`src/rtl/c2rs_pkg.sv`:
```
// Shared types, codes and helpers for the CIGAR to reference segment block.
package c2rs_pkg;

  // Width of reference positions and lengths held internally (16..64)
  localparam int unsigned POS_WIDTH = 32;

  // Depth of the result bundle queue between front and back
  localparam int unsigned QDEPTH = 4;
  localparam int unsigned QPTR_W = $clog2(QDEPTH);
  localparam int unsigned QCNT_W = $clog2(QDEPTH + 1);

  // Most results one operation can cause
  localparam int unsigned MAX_RES = 3;

  // CIGAR operation codes
  localparam logic [3:0] OP_MATCH = 4'd0;
  localparam logic [3:0] OP_INS   = 4'd1;
  localparam logic [3:0] OP_DEL   = 4'd2;
  localparam logic [3:0] OP_SKIP  = 4'd3;
  localparam logic [3:0] OP_SOFT  = 4'd4;

  typedef enum logic [1:0] {
    KIND_MATCH  = 2'd0,
    KIND_INTRON = 2'd1,
    KIND_OK     = 2'd2,
    KIND_ERR    = 2'd3
  } kind_e;

  typedef logic [POS_WIDTH-1:0] pos_t;

  typedef struct packed {
    kind_e       kind;
    logic [31:0] start;
    logic [31:0] length;
  } result_t;

  // All results caused by one operation, oldest in slot 0
  typedef struct packed {
    logic [1:0]                 cnt;
    result_t [MAX_RES-1:0]      res;
  } bundle_t;

  // Low 32 bits of a position, zero extended when positions are narrower
  function automatic logic [31:0] to_out32(pos_t p);
    logic [63:0] wide;
    wide = 64'(p);
    return wide[31:0];
  endfunction

endpackage

```
`src/rtl/cigar_to_reference_segments_top.sv`:
```
// Top level of the CIGAR operation to reference segment converter.
// One CIGAR operation is taken per clock while full is low; the front end
// updates the read state in that cycle and writes all results the operation
// causes (none to three) as one bundle into a four-deep queue. The back end
// hands out one result beat per clock while pop is high; with the output side
// idle the first result of an operation reaches the result ports through the
// queue entry and then the back end's current-bundle register. Input rate
// stays at one operation per cycle as long as the output drains about one
// result per operation, the queue depth setting how long an end-of-read burst
// can be absorbed.
module cigar_to_reference_segments_top (
  input  logic        clk_i,
  input  logic        rst_ni,
  input  logic        push,
  output logic        full,
  input  logic [3:0]  op_code_i,
  input  logic [27:0] op_length_i,
  input  logic [31:0] read_left_i,
  input  logic        last_op_i,
  output logic        empty,
  input  logic        pop,
  output logic [1:0]  result_kind_o,
  output logic [31:0] seg_start_o,
  output logic [31:0] seg_length_o,
  output logic        last_result_o
);

  logic              accept;
  logic              f_push;
  c2rs_pkg::bundle_t f_bundle, q_data;
  logic              q_empty, q_pop;

  assign accept = push && !full;

  c2rs_front u_front (
    .clk_i       (clk_i),
    .rst_ni      (rst_ni),
    .accept_i    (accept),
    .op_code_i   (op_code_i),
    .op_length_i (op_length_i),
    .read_left_i (read_left_i),
    .last_op_i   (last_op_i),
    .push_o      (f_push),
    .bundle_o    (f_bundle)
  );

  c2rs_queue u_queue (
    .clk_i   (clk_i),
    .rst_ni  (rst_ni),
    .push_i  (f_push),
    .wdata_i (f_bundle),
    .full_o  (full),
    .pop_i   (q_pop),
    .rdata_o (q_data),
    .empty_o (q_empty)
  );

  c2rs_back u_back (
    .clk_i         (clk_i),
    .rst_ni        (rst_ni),
    .q_data_i      (q_data),
    .q_empty_i     (q_empty),
    .q_pop_o       (q_pop),
    .pop           (pop),
    .empty         (empty),
    .result_kind_o (result_kind_o),
    .seg_start_o   (seg_start_o),
    .seg_length_o  (seg_length_o),
    .last_result_o (last_result_o)
  );

endmodule

```
`src/rtl/c2rs_front.sv`:
```
// Front end: per-read state, classifies each CIGAR operation into a result bundle.
module c2rs_front (
  input  logic                clk_i,
  input  logic                rst_ni,
  input  logic                accept_i,
  input  logic [3:0]          op_code_i,
  input  logic [27:0]         op_length_i,
  input  logic [31:0]         read_left_i,
  input  logic                last_op_i,
  output logic                push_o,
  output c2rs_pkg::bundle_t   bundle_o
);

  logic               held_valid_q, held_valid_d;
  logic               held_intron_q, held_intron_d;
  c2rs_pkg::pos_t     held_start_q, held_start_d;
  c2rs_pkg::pos_t     held_len_q, held_len_d;
  c2rs_pkg::pos_t     ref_pos_q, ref_pos_d;
  c2rs_pkg::pos_t     pend_del_q, pend_del_d;
  logic               prev_match_q, prev_match_d;
  logic               need_match_q, need_match_d;
  logic               dropping_q, dropping_d;
  logic               inside_q, inside_d;

  // Next state and results for the operation on the inputs
  always_comb begin
    logic               err;
    logic [1:0]         n;
    c2rs_pkg::pos_t     len;
    c2rs_pkg::bundle_t  b;

    held_valid_d  = held_valid_q;
    held_intron_d = held_intron_q;
    held_start_d  = held_start_q;
    held_len_d    = held_len_q;
    ref_pos_d     = ref_pos_q;
    pend_del_d    = pend_del_q;
    prev_match_d  = prev_match_q;
    need_match_d  = need_match_q;
    dropping_d    = dropping_q;
    inside_d      = inside_q;
    err           = 1'b0;
    n             = 2'd0;
    len           = c2rs_pkg::POS_WIDTH'(op_length_i);
    b             = '0;

    if (dropping_q) begin
      // rest of a failed read: swallow until its last operation
      if (last_op_i) begin
        dropping_d = 1'b0;
        inside_d   = 1'b0;
      end
    end else begin
      // first operation of a read
      if (!inside_q) begin
        inside_d     = 1'b1;
        ref_pos_d    = c2rs_pkg::POS_WIDTH'(read_left_i);
        held_valid_d = 1'b0;
        prev_match_d = 1'b0;
        need_match_d = 1'b0;
        pend_del_d   = '0;
      end

      if (need_match_d && op_code_i != c2rs_pkg::OP_MATCH) begin
        err = 1'b1;
      end else begin
        if (need_match_d) begin
          held_len_d   = held_len_d + pend_del_d;
          pend_del_d   = '0;
          need_match_d = 1'b0;
        end
        unique case (op_code_i) inside
          c2rs_pkg::OP_MATCH, c2rs_pkg::OP_SKIP: begin
            if (held_valid_d) begin
              b.res[n].kind   = held_intron_d ? c2rs_pkg::KIND_INTRON : c2rs_pkg::KIND_MATCH;
              b.res[n].start  = c2rs_pkg::to_out32(held_start_d);
              b.res[n].length = c2rs_pkg::to_out32(held_len_d);
              n = n + 2'd1;
            end
            held_valid_d  = 1'b1;
            held_intron_d = (op_code_i == c2rs_pkg::OP_SKIP);
            held_start_d  = ref_pos_d;
            held_len_d    = len;
            ref_pos_d     = ref_pos_d + len;
            prev_match_d  = (op_code_i == c2rs_pkg::OP_MATCH);
          end
          c2rs_pkg::OP_INS, c2rs_pkg::OP_DEL: begin
            if (!prev_match_d || last_op_i || !held_valid_d) begin
              err = 1'b1;
            end else begin
              if (op_code_i == c2rs_pkg::OP_DEL) begin
                pend_del_d = len;
                ref_pos_d  = ref_pos_d + len;
              end else begin
                pend_del_d = '0;
              end
              need_match_d = 1'b1;
              prev_match_d = 1'b0;
            end
          end
          c2rs_pkg::OP_SOFT: begin
            prev_match_d = 1'b0;
          end
          default: begin
            err = 1'b1;
          end
        endcase
      end

      // end of read or error: flush the held segment, then the end marker
      if (err || last_op_i) begin
        if (held_valid_d) begin
          b.res[n].kind   = held_intron_d ? c2rs_pkg::KIND_INTRON : c2rs_pkg::KIND_MATCH;
          b.res[n].start  = c2rs_pkg::to_out32(held_start_d);
          b.res[n].length = c2rs_pkg::to_out32(held_len_d);
          n = n + 2'd1;
        end
        held_valid_d    = 1'b0;
        b.res[n].kind   = err ? c2rs_pkg::KIND_ERR : c2rs_pkg::KIND_OK;
        b.res[n].start  = '0;
        b.res[n].length = '0;
        n = n + 2'd1;
        prev_match_d    = 1'b0;
        if (err) begin
          need_match_d = 1'b0;
          pend_del_d   = '0;
        end
        if (last_op_i) begin
          inside_d = 1'b0;
        end else begin
          dropping_d = 1'b1;
        end
      end
    end

    b.cnt    = n;
    bundle_o = b;
    push_o   = accept_i && (n != 2'd0);
  end

  // Control state
  always_ff @(posedge clk_i or negedge rst_ni) begin
    if (!rst_ni) begin
      held_valid_q  <= 1'b0;
      held_intron_q <= 1'b0;
      prev_match_q  <= 1'b0;
      need_match_q  <= 1'b0;
      dropping_q    <= 1'b0;
      inside_q      <= 1'b0;
      held_start_q  <= '0;
      held_len_q    <= '0;
      ref_pos_q     <= '0;
      pend_del_q    <= '0;
    end else if (accept_i) begin
      held_valid_q  <= held_valid_d;
      held_intron_q <= held_intron_d;
      prev_match_q  <= prev_match_d;
      need_match_q  <= need_match_d;
      dropping_q    <= dropping_d;
      inside_q      <= inside_d;
      held_start_q  <= held_start_d;
      held_len_q    <= held_len_d;
      ref_pos_q     <= ref_pos_d;
      pend_del_q    <= pend_del_d;
    end
  end

  // Dropping only happens inside a read
  a_drop_inside: assert property (@(posedge clk_i) disable iff (!rst_ni)
    dropping_q |-> inside_q)
    else $error("dropping outside a read");

  // A waiting insertion or deletion always has a held segment to extend
  a_need_held: assert property (@(posedge clk_i) disable iff (!rst_ni)
    need_match_q |-> (held_valid_q && inside_q && !dropping_q))
    else $error("pending indel without held segment");

endmodule

```
`src/rtl/c2rs_queue.sv`:
```
// Short queue of result bundles between the front and back ends.
module c2rs_queue (
  input  logic              clk_i,
  input  logic              rst_ni,
  input  logic              push_i,
  input  c2rs_pkg::bundle_t wdata_i,
  output logic              full_o,
  input  logic              pop_i,
  output c2rs_pkg::bundle_t rdata_o,
  output logic              empty_o
);

  c2rs_pkg::bundle_t                 entry_q [c2rs_pkg::QDEPTH];
  logic [c2rs_pkg::QPTR_W-1:0]       wptr_q, rptr_q;
  logic [c2rs_pkg::QCNT_W-1:0]       count_q;
  logic                              do_push, do_pop;

  assign full_o  = (count_q == c2rs_pkg::QCNT_W'(c2rs_pkg::QDEPTH));
  assign empty_o = (count_q == '0);
  assign do_push = push_i && !full_o;
  assign do_pop  = pop_i && !empty_o;
  assign rdata_o = entry_q[rptr_q];

  // Storage
  always_ff @(posedge clk_i) begin
    if (do_push) begin
      entry_q[wptr_q] <= wdata_i;
    end
  end

  // Pointers and fill count
  always_ff @(posedge clk_i or negedge rst_ni) begin
    if (!rst_ni) begin
      wptr_q  <= '0;
      rptr_q  <= '0;
      count_q <= '0;
    end else begin
      if (do_push) begin
        wptr_q <= (wptr_q == c2rs_pkg::QPTR_W'(c2rs_pkg::QDEPTH - 1)) ? '0 : wptr_q + 1'b1;
      end
      if (do_pop) begin
        rptr_q <= (rptr_q == c2rs_pkg::QPTR_W'(c2rs_pkg::QDEPTH - 1)) ? '0 : rptr_q + 1'b1;
      end
      count_q <= count_q + c2rs_pkg::QCNT_W'(do_push) - c2rs_pkg::QCNT_W'(do_pop);
    end
  end

  a_no_overflow: assert property (@(posedge clk_i) disable iff (!rst_ni)
    push_i |-> !full_o)
    else $error("bundle pushed into full queue");

endmodule

```
`src/rtl/c2rs_back.sv`:
```
// Back end: unpacks result bundles and presents one result beat at a time.
module c2rs_back (
  input  logic              clk_i,
  input  logic              rst_ni,
  input  c2rs_pkg::bundle_t q_data_i,
  input  logic              q_empty_i,
  output logic              q_pop_o,
  input  logic              pop,
  output logic              empty,
  output logic [1:0]        result_kind_o,
  output logic [31:0]       seg_start_o,
  output logic [31:0]       seg_length_o,
  output logic              last_result_o
);

  c2rs_pkg::bundle_t cur_q;
  logic              cur_valid_q;
  logic [1:0]        idx_q;
  logic              at_last, free;

  assign at_last = (idx_q == cur_q.cnt - 2'd1);
  assign free    = !cur_valid_q || (pop && at_last);
  assign q_pop_o = free && !q_empty_i;

  assign empty         = !cur_valid_q;
  assign result_kind_o = cur_q.res[idx_q].kind;
  assign seg_start_o   = cur_q.res[idx_q].start;
  assign seg_length_o  = cur_q.res[idx_q].length;
  assign last_result_o = at_last;

  // Current bundle
  always_ff @(posedge clk_i) begin
    if (q_pop_o) begin
      cur_q <= q_data_i;
    end
  end

  // Beat index within the bundle
  always_ff @(posedge clk_i or negedge rst_ni) begin
    if (!rst_ni) begin
      cur_valid_q <= 1'b0;
      idx_q       <= '0;
    end else if (free) begin
      cur_valid_q <= !q_empty_i;
      idx_q       <= '0;
    end else if (pop) begin
      idx_q <= idx_q + 2'd1;
    end
  end

  a_idx_range: assert property (@(posedge clk_i) disable iff (!rst_ni)
    cur_valid_q |-> (cur_q.cnt != 2'd0 && idx_q < cur_q.cnt))
    else $error("beat index outside bundle");

  a_hold_on_stall: assert property (@(posedge clk_i) disable iff (!rst_ni)
    (cur_valid_q && !pop) |=> (cur_valid_q && $stable(idx_q)))
    else $error("result changed while stalled");

endmodule
```
`config.mk`:
```
export PLATFORM = sky130hd
export DESIGN_NAME = cigar_to_reference_segments_top
export DESIGN_NICKNAME = d
export VERILOG_FILES = /design/src/rtl/c2rs_pkg.sv /design/src/rtl/cigar_to_reference_segments_top.sv /design/src/rtl/c2rs_front.sv /design/src/rtl/c2rs_queue.sv /design/src/rtl/c2rs_back.sv
export SDC_FILE = /design/constraint.sdc
export NUM_CORES = 1
export LEC_CHECK = 0
export BUFFER_PORTS_ARGS = -buffer_cell sky130_fd_sc_hd__buf_2
export CORE_MARGIN = 10
export CORE_UTILIZATION = 30
export DETAILED_ROUTE_END_ITERATION = 8
export GPL_TIMING_DRIVEN = 0
export PLACE_DENSITY = 0.52
export SETUP_SLACK_MARGIN = 0.2
export SLEW_MARGIN = 20
export SYNTH_ARGS = -nofsm -noshare
export SYNTH_HDL_FRONTEND = slang
export SYNTH_HIERARCHICAL = 1
export SYNTH_SLANG_ARGS = --single-unit
```
`constraint.sdc`:
```
create_clock -name clk_i -period 12.4 [get_ports clk_i]
set_input_delay 1.24 -clock clk_i [delete_from_list [all_inputs] [get_ports clk_i]]
set_output_delay 1.24 -clock clk_i [all_outputs]
set_load 0.01 [all_outputs]
```
Word level (Yosys, flattened, before mapping) --
Memories as Yosys holds them, arrays and structs flattened. A register that Yosys moved wholly into a read port is not among the register bits. Index checks and enable logic that the tools add are counted.
Storage, ports and cells: input port bits 69, output and inout bits 69, register bits 144, RAM bits 800, memories 1
Operators by class: order comparisons 5, add/subtract/negate cells 10, equal/unequal tests 9, bitwise gates (word level) 1, multiplexer cells 101, reduce and logical (&&, ||, !) cells 28
Memory list:
- u_queue.entry_q | words 4, bits a word 200, rd ports 1, clocked after memory_dff 1, wr ports 1, line c2rs_queue.sv:13 | c2rs_pkg::bundle_t entry_q [c2rs_pkg::QDEPTH];
Operators by type and width (number):
- $bwmux 198 | 6
- $mux 198 | 5
- $demux 66 s2 | 6
- $mux 32 | 22
- $mux 66 | 7
- $bmux 66 s2 | 1
- $mux 64 | 2
- $pmux 32 s2 | 1
- $mux 1 | 36
- $add 32x28->32 | 1
- $add 32x32->32 | 1
- $mux 28 | 1
- $mux 2 | 12
- $add 2x1->2 const B | 5
- $logic_and 1x1->1 | 9
- $lt 2x3->1 const B | 3
- $eq 4x2->1 const B | 2
- $logic_not 1->1 | 5
- $eq 2x2->1 const B | 2
- $eq 4x1->1 const B | 1
- $eq 4x3->1 const B | 1
- $ge 2x1->1 const B | 2
- $logic_not 4->1 | 1
- $logic_or 1x1->1 | 4
- other kinds (15) | 18

Longest topological paths before layout --
depth in word-level cells 21, gate-level depth with buffers 19, depth with buffers taken out 17

By module --
Netlist, hierarchy kept.
Modules (own cells, without submodules):
- c2rs_queue | cells each 1089, area each 29477.0 µm², instances 1
- c2rs_front | cells each 1457, area each 11756.3 µm², instances 1
- c2rs_back | cells each 447, area each 7577.3 µm², instances 1
- cigar_to_reference_segments_top | cells each 1, area each 13.8 µm², instances 1

Worst setup path after synthesis --
Ideal clock, no wire load.
path type flip-flop to flip-flop, start reg u_queue/count_q[1] (netlist name), end reg u_queue/count_q[2] (netlist name), slack -0.256 ns, path buffers 0, arrival 12.528 ns, clock period less this slack 12.656 ns, cell stages (with the launch flop) 12, cell sequence dfrtp_1 nor3_1 o211ai_1 o31ai_1 inv_1 ha_1 inv_1 ha_1 inv_1 fa_1 xnor2_1 xnor2_1
Between the ends: elaborated cells on any way between the ends 11, classes of those cells add/sub: 2; eq/ne: 1; reduce/logical: 8
RTL lines:
- start: declaration | line c2rs_queue.sv:15 | logic [c2rs_pkg::QCNT_W-1:0] count_q;
- start signal: assignment | line c2rs_queue.sv:44 | count_q <= count_q + c2rs_pkg::QCNT_W'(do_push) - c2rs_pkg::QCNT_W'(do_pop);
- $logic_not 3->1 | line c2rs_queue.sv:19 | assign empty_o = (count_q == '0);
- named net q_empty | line cigar_to_reference_segments_top.sv:31 | logic q_empty, q_pop;
- $logic_not 1->1 | line c2rs_back.sv:23 | assign q_pop_o = free && !q_empty_i;
- $logic_and 1x1->1 | line c2rs_back.sv:23
- named net q_pop | line cigar_to_reference_segments_top.sv:31
- $logic_and 1x1->1 | line c2rs_queue.sv:21 | assign do_pop = pop_i && !empty_o;
- named net u_queue.do_pop | line c2rs_queue.sv:16 | logic do_push, do_pop;
- $sub 3x1->3 | line c2rs_queue.sv:44
The timed path passes the listed nets, and every way through them passes these cells. A chain may end at the register's enable or synchronous reset.

==> metrics.txt <==
# TYPE chip_impl_metric gauge
chip_impl_metric{name="power_density",unit="nW/um^2"} 223
chip_impl_metric{name="max_freq",unit="GHz"} 0.179
chip_impl_info{name="synth_area_leader_cell",value="edfxtp_1"} 1
chip_impl_info{name="grt_setup_unrepaired",value="no"} 1
chip_impl_metric{name="cts_buffer_depth",unit=""} 3
chip_impl_metric{name="whs",unit="ns"} 0.294
chip_impl_metric{name="switchingPower",unit="uW"} 4140
chip_impl_metric{name="arrival_time_reported_for_the_critical_path_endpoint",unit="ns"} 6.08
chip_impl_info{name="clock_tree_from_tritoncts",value="done"} 1
chip_impl_metric{name="global_route.overflow_total",unit=""} 0
chip_impl_metric{name="io_buffer_count",unit=""} 136
chip_impl_info{name="worst_setup_path_start_kind",value="flop"} 1
chip_impl_info{name="synthFlopType",value="edfxtp_1"} 1
chip_impl_metric{name="dp.final_hpwl",unit="um"} 95500
chip_impl_metric{name="grt_antenna_before_repair",unit=""} 21
chip_impl_metric{name="skew",unit="ns"} 0.0393
chip_impl_metric{name="holdBufCountCts",unit=""} 0
chip_impl_metric{name="layout.nets",unit=""} 3514
chip_impl_metric{name="routed_wl",unit="um"} 134000
chip_impl_metric{name="number_of_global_route_vias_before_repair",unit=""} 27687
chip_impl_metric{name="clock_insertion_delay_at_the_later_pin_of_the_skew_report",unit="ns"} 0.76
chip_impl_metric{name="die_area",unit="um^2"} 179000
chip_impl_metric{name="max_slew_violation_total_from_the_final_report",unit=""} 0
chip_impl_metric{name="initial_core_util",unit="%"} 30.3
chip_impl_metric{name="grt_max_degree",unit=""} 80
chip_impl_metric{name="critical_path_peak_fanout",unit=""} 10
chip_impl_metric{name="grtUsageMet3",unit="%"} 2.14
chip_impl_metric{name="multi_input_area",unit="um^2"} 13800
chip_impl_metric{name="maxSlewHeadroom",unit="%"} 18.8
chip_impl_metric{name="dr_total_vias",unit=""} 27344
chip_impl_metric{name="drc",unit=""} 0
chip_impl_info{name="busiest_layer",value="met2"} 1
chip_impl_info{name="critPathCapture",value="u_queue/entry_q[0][25]"} 1
chip_impl_metric{name="place.detailed.instances",unit=""} 5413
chip_impl_metric{name="power.share.clock",unit="%"} 27.6
chip_impl_info{name="worstReg2RegStart",value="u_front/inside_q"} 1
chip_impl_metric{name="max_cap_violations",unit=""} 0
chip_impl_metric{name="grt_pass1_wl",unit="um"} 195000
chip_impl_metric{name="die_height",unit="um"} 423
chip_impl_metric{name="timing.final.crit_period",unit="ns"} 5.57
chip_impl_metric{name="final-seq-area",unit="um^2"} 33600
chip_impl_metric{name="yosys_warnings",unit=""} 6
chip_impl_metric{name="netSwitchingFraction",unit="%"} 32.5
chip_impl_metric{name="grtUsageMet2",unit="%"} 24.4
chip_impl_metric{name="n_fill_cell",unit=""} 15403
chip_impl_metric{name="count_of_flip_flops_with_a_built_in_enable_after_synthesis",unit=""} 1000
chip_impl_info{name="status",value="finished, final reports clean"} 1
chip_impl_metric{name="cts_sinks",unit=""} 1144
chip_impl_metric{name="finalCoreUtilization",unit="%"} 35.5
chip_impl_metric{name="cts_inserted_buffers",unit=""} 119
chip_impl_metric{name="r2r.worst_path.cells",unit=""} 14
chip_impl_metric{name="timing.reg2reg.setup_slack",unit="ns"} 6.83
chip_impl_metric{name="routedWlPerCell",unit="um"} 23.7
chip_impl_metric{name="layout-drive-gt1-share",unit="%"} 22.8
chip_impl_metric{name="worst-slew-pin-transition",unit="ns"} 1.22
chip_impl_metric{name="synth.cell_area",unit="um^2"} 48800
chip_impl_info{name="reg2reg_end",value="u_queue/entry_q[0][25]"} 1
chip_impl_metric{name="vias_per_cell",unit=""} 4.85
chip_impl_metric{name="seq_area_frac_synth",unit="%"} 68.9
chip_impl_metric{name="finalHoldViolCount",unit=""} 0
chip_impl_metric{name="area_growth",unit="%"} 17.2
chip_impl_metric{name="internal_power",unit="uW"} 8600
chip_impl_metric{name="gp_congestion",unit=""} 0.847
chip_impl_metric{name="dr.pass1.iters",unit=""} 5
chip_impl_info{name="layout_common_cells",value="edfxtp_1, nand2_1, mux4_2, buf_2, o21ai_0"} 1
chip_impl_metric{name="final_setup_violations",unit=""} 0
chip_impl_metric{name="drt-initial-drc-count",unit=""} 2171
chip_impl_metric{name="post_cts.repair.setup_buffers",unit=""} 0
chip_impl_metric{name="antenna_violating_nets_post_route",unit=""} 0
chip_impl_info{name="synth_area_leaders",value="edfxtp_1, mux4_2, dfrtp_1"} 1
chip_impl_metric{name="grt_use_met1",unit="%"} 19.3
chip_impl_metric{name="synth-seq-cells",unit=""} 1144
chip_impl_metric{name="row_count",unit=""} 147
chip_impl_metric{name="power.share.sequential",unit="%"} 41.3
chip_impl_metric{name="total_routing_resource_utilization_after_global_routing",unit="%"} 14.6
chip_impl_metric{name="die_x",unit="um"} 423
chip_impl_metric{name="post_synth_top_area_share",unit="%"} 61.5
chip_impl_metric{name="postSynthAreaPerCell",unit="um^2"} 16.3
chip_impl_metric{name="placement.setup.worst_slack",unit="ns"} 6.24
chip_impl_info{name="worst_min_delay_path_category",value="input port to asynchronous set/reset pin"} 1
chip_impl_info{name="clk_root_buffer_cell",value="clkbuf_16"} 1
chip_impl_info{name="mostFrequentLayoutCell",value="edfxtp_1"} 1
chip_impl_metric{name="io_pins",unit=""} 138
chip_impl_info{name="timing_worst_setup_path_type",value="flop to flop"} 1
chip_impl_info{name="crit_path_start",value="u_front/inside_q"} 1
chip_impl_metric{name="synth.lib_cells_used.distinct",unit=""} 93
chip_impl_metric{name="async_set_or_reset_flop_fraction_in_the_synthesized_netlist",unit="%"} 12.6
chip_impl_metric{name="worst-endpoint-required",unit="ns"} 12.91
chip_impl_metric{name="placeable_area",unit="um^2"} 161000
chip_impl_metric{name="ir_drop",unit="mV"} 0.122
chip_impl_metric{name="finalNonFillerCells",unit=""} 5643
chip_impl_metric{name="cts_repair_resize_count",unit=""} 0
chip_impl_metric{name="power.leakage",unit="uW"} 0.0202
chip_impl_metric{name="share_comb_of_total_power",unit="%"} 31.1
chip_impl_metric{name="clkSlewWorstSetupHoldPaths",unit="ns"} 0.06
chip_impl_metric{name="timing.final.ws_setup",unit="ns"} 6.83
chip_impl_metric{name="period_share",unit="%"} 45.0
chip_impl_metric{name="htreeDepth",unit=""} 3
chip_impl_metric{name="post_synth_inst_count",unit=""} 2994
chip_impl_info{name="worst_setup_path_end_kind",value="flop"} 1
## through the flow
stage               instance area, um^2  total power, uW  TNS (ns)
finish                            57200            12700         0
floorplan                         49100             7960    -0.203
global placement                  52500             9540  -2295.20
global route                      57200            13400         0
CTS                               57200            12900         0
detailed placement                53400             9380         0
## registers in the layout (all words and copies together), names as in the netlist, 2 cells and up
register              cells
u_queue/entry_q         800
u_front/held_start_q     32
u_front/ref_pos_q        32
u_queue/rptr_q            2
u_queue/count_q           3
u_queue/wptr_q            2
u_front/pend_del_q       32
u_back/cur_q            200
u_back/idx_q              2
u_front/held_len_q       32
## metal layers
| metal | routed length (um) | up-vias | part of all wire (%) |
|---|---|---|---|
| met2 | 65800 | 683 | 49 |
| met5 | 33 | - | 0.025 |
| met1 | 57600 | 14093 | 43 |
| met4 | 4170 | 6 | 3.1 |
| met3 | 6330 | 191 | 4.7 |
| li1 | - | 12371 | - |
## worst min-delay path by stage
stage	start	end	slack, ns	cells after the start
after CTS	rst_ni	u_queue/wptr_q[1]	0.22	1
after global routing	rst_ni	u_queue/wptr_q[1]	0.25	1
after detailed placement	u_front/pend_del_q[29]	u_front/pend_del_q[29]	0.46	1
after floorplan	u_front/ref_pos_q[13]	u_front/ref_pos_q[13]	0.44	2
after global placement	u_front/ref_pos_q[19]	u_front/ref_pos_q[19]	0.46	2
final	rst_ni	u_queue/wptr_q[1]	0.29	1
## power groups by stage
| stage | combinational (uW) | sequential (uW) | clock, uW |
|---|---|---|---|
| finish | 3960 | 5260 | 3520 |
| floorplan | 2540 | 5420 | 0 |
| global placement | 3880 | 5660 | 0 |
| global route | 4300 | 5320 | 3770 |
| CTS | 4050 | 5260 | 3620 |
| detailed placement | 4040 | 5340 | 0 |
## area by class of cell
type | count | share of cell area (%)
Timing Repair Buffer | 192 | 2.71
Clock inverter | 71 | 1.17
Tap cell | 2160 | 4.72
Buffer | 227 | 2.63
Inverter | 56 | 0.367
Antenna cell | 4 | 0.0175
Multi-Input combinational cell | 1634 | 24.1
Clock buffer | 155 | 5.58
Sequential cell | 1144 | 58.8
## synthesized netlist by cell type (9+ instances only)
cell / n
mux2i_1: 120
nor3_1: 32
buf_4: 73
a22o_1: 27
o21a_1: 11
a21oi_1: 107
a31oi_1: 13
ha_1: 68
nand3_1: 14
a211oi_1: 40
a22oi_1: 47
o211ai_1: 9
clkbuf_1: 68
inv_1: 55
and3_1: 25
mux4_2: 200
o31ai_1: 9
nor2_1: 149
xor2_1: 23
dfrtp_1: 144
xnor2_1: 24
o21ai_0: 178
buf_2: 55
edfxtp_1: 1000
and2_1: 43
buf_12: 11
nand4_1: 9
mux2_2: 33
nand2_1: 216
a21o_1: 27
## cells by family (layout without fill, tap and decap cells)
group                      Yosys count  in the layout  synth area share [%]
DFF                               1144           1144                  68.9
AOI/OAI and AO/OA                  554            554                  7.30
and+or+nand+nor                    541            541                  5.15
muxes                              353            353                  12.4
buffers and inverters              283            701                  3.51
adders and majority gates           71             71                  1.87
xor gates and xnor gates            47             47                 0.843
other                                1             72               0.00768
## worst max-delay path, stage by stage (launching register included)
cell      delay [ns]
dfrtp_1         0.32
buf_2           0.22
buf_2           0.43
buf_1           0.84
clkbuf_1        0.40
and2_1          0.24
ha_1            0.25
a211oi_1        0.30
o21ai_0         0.30
a211oi_2        0.53
a211oi_1        0.22
o41ai_1         0.58
o21ai_0         0.22
xnor2_1         0.17
o21ai_1         0.30
No activity file was read; power rests on OpenSTA's default activity.
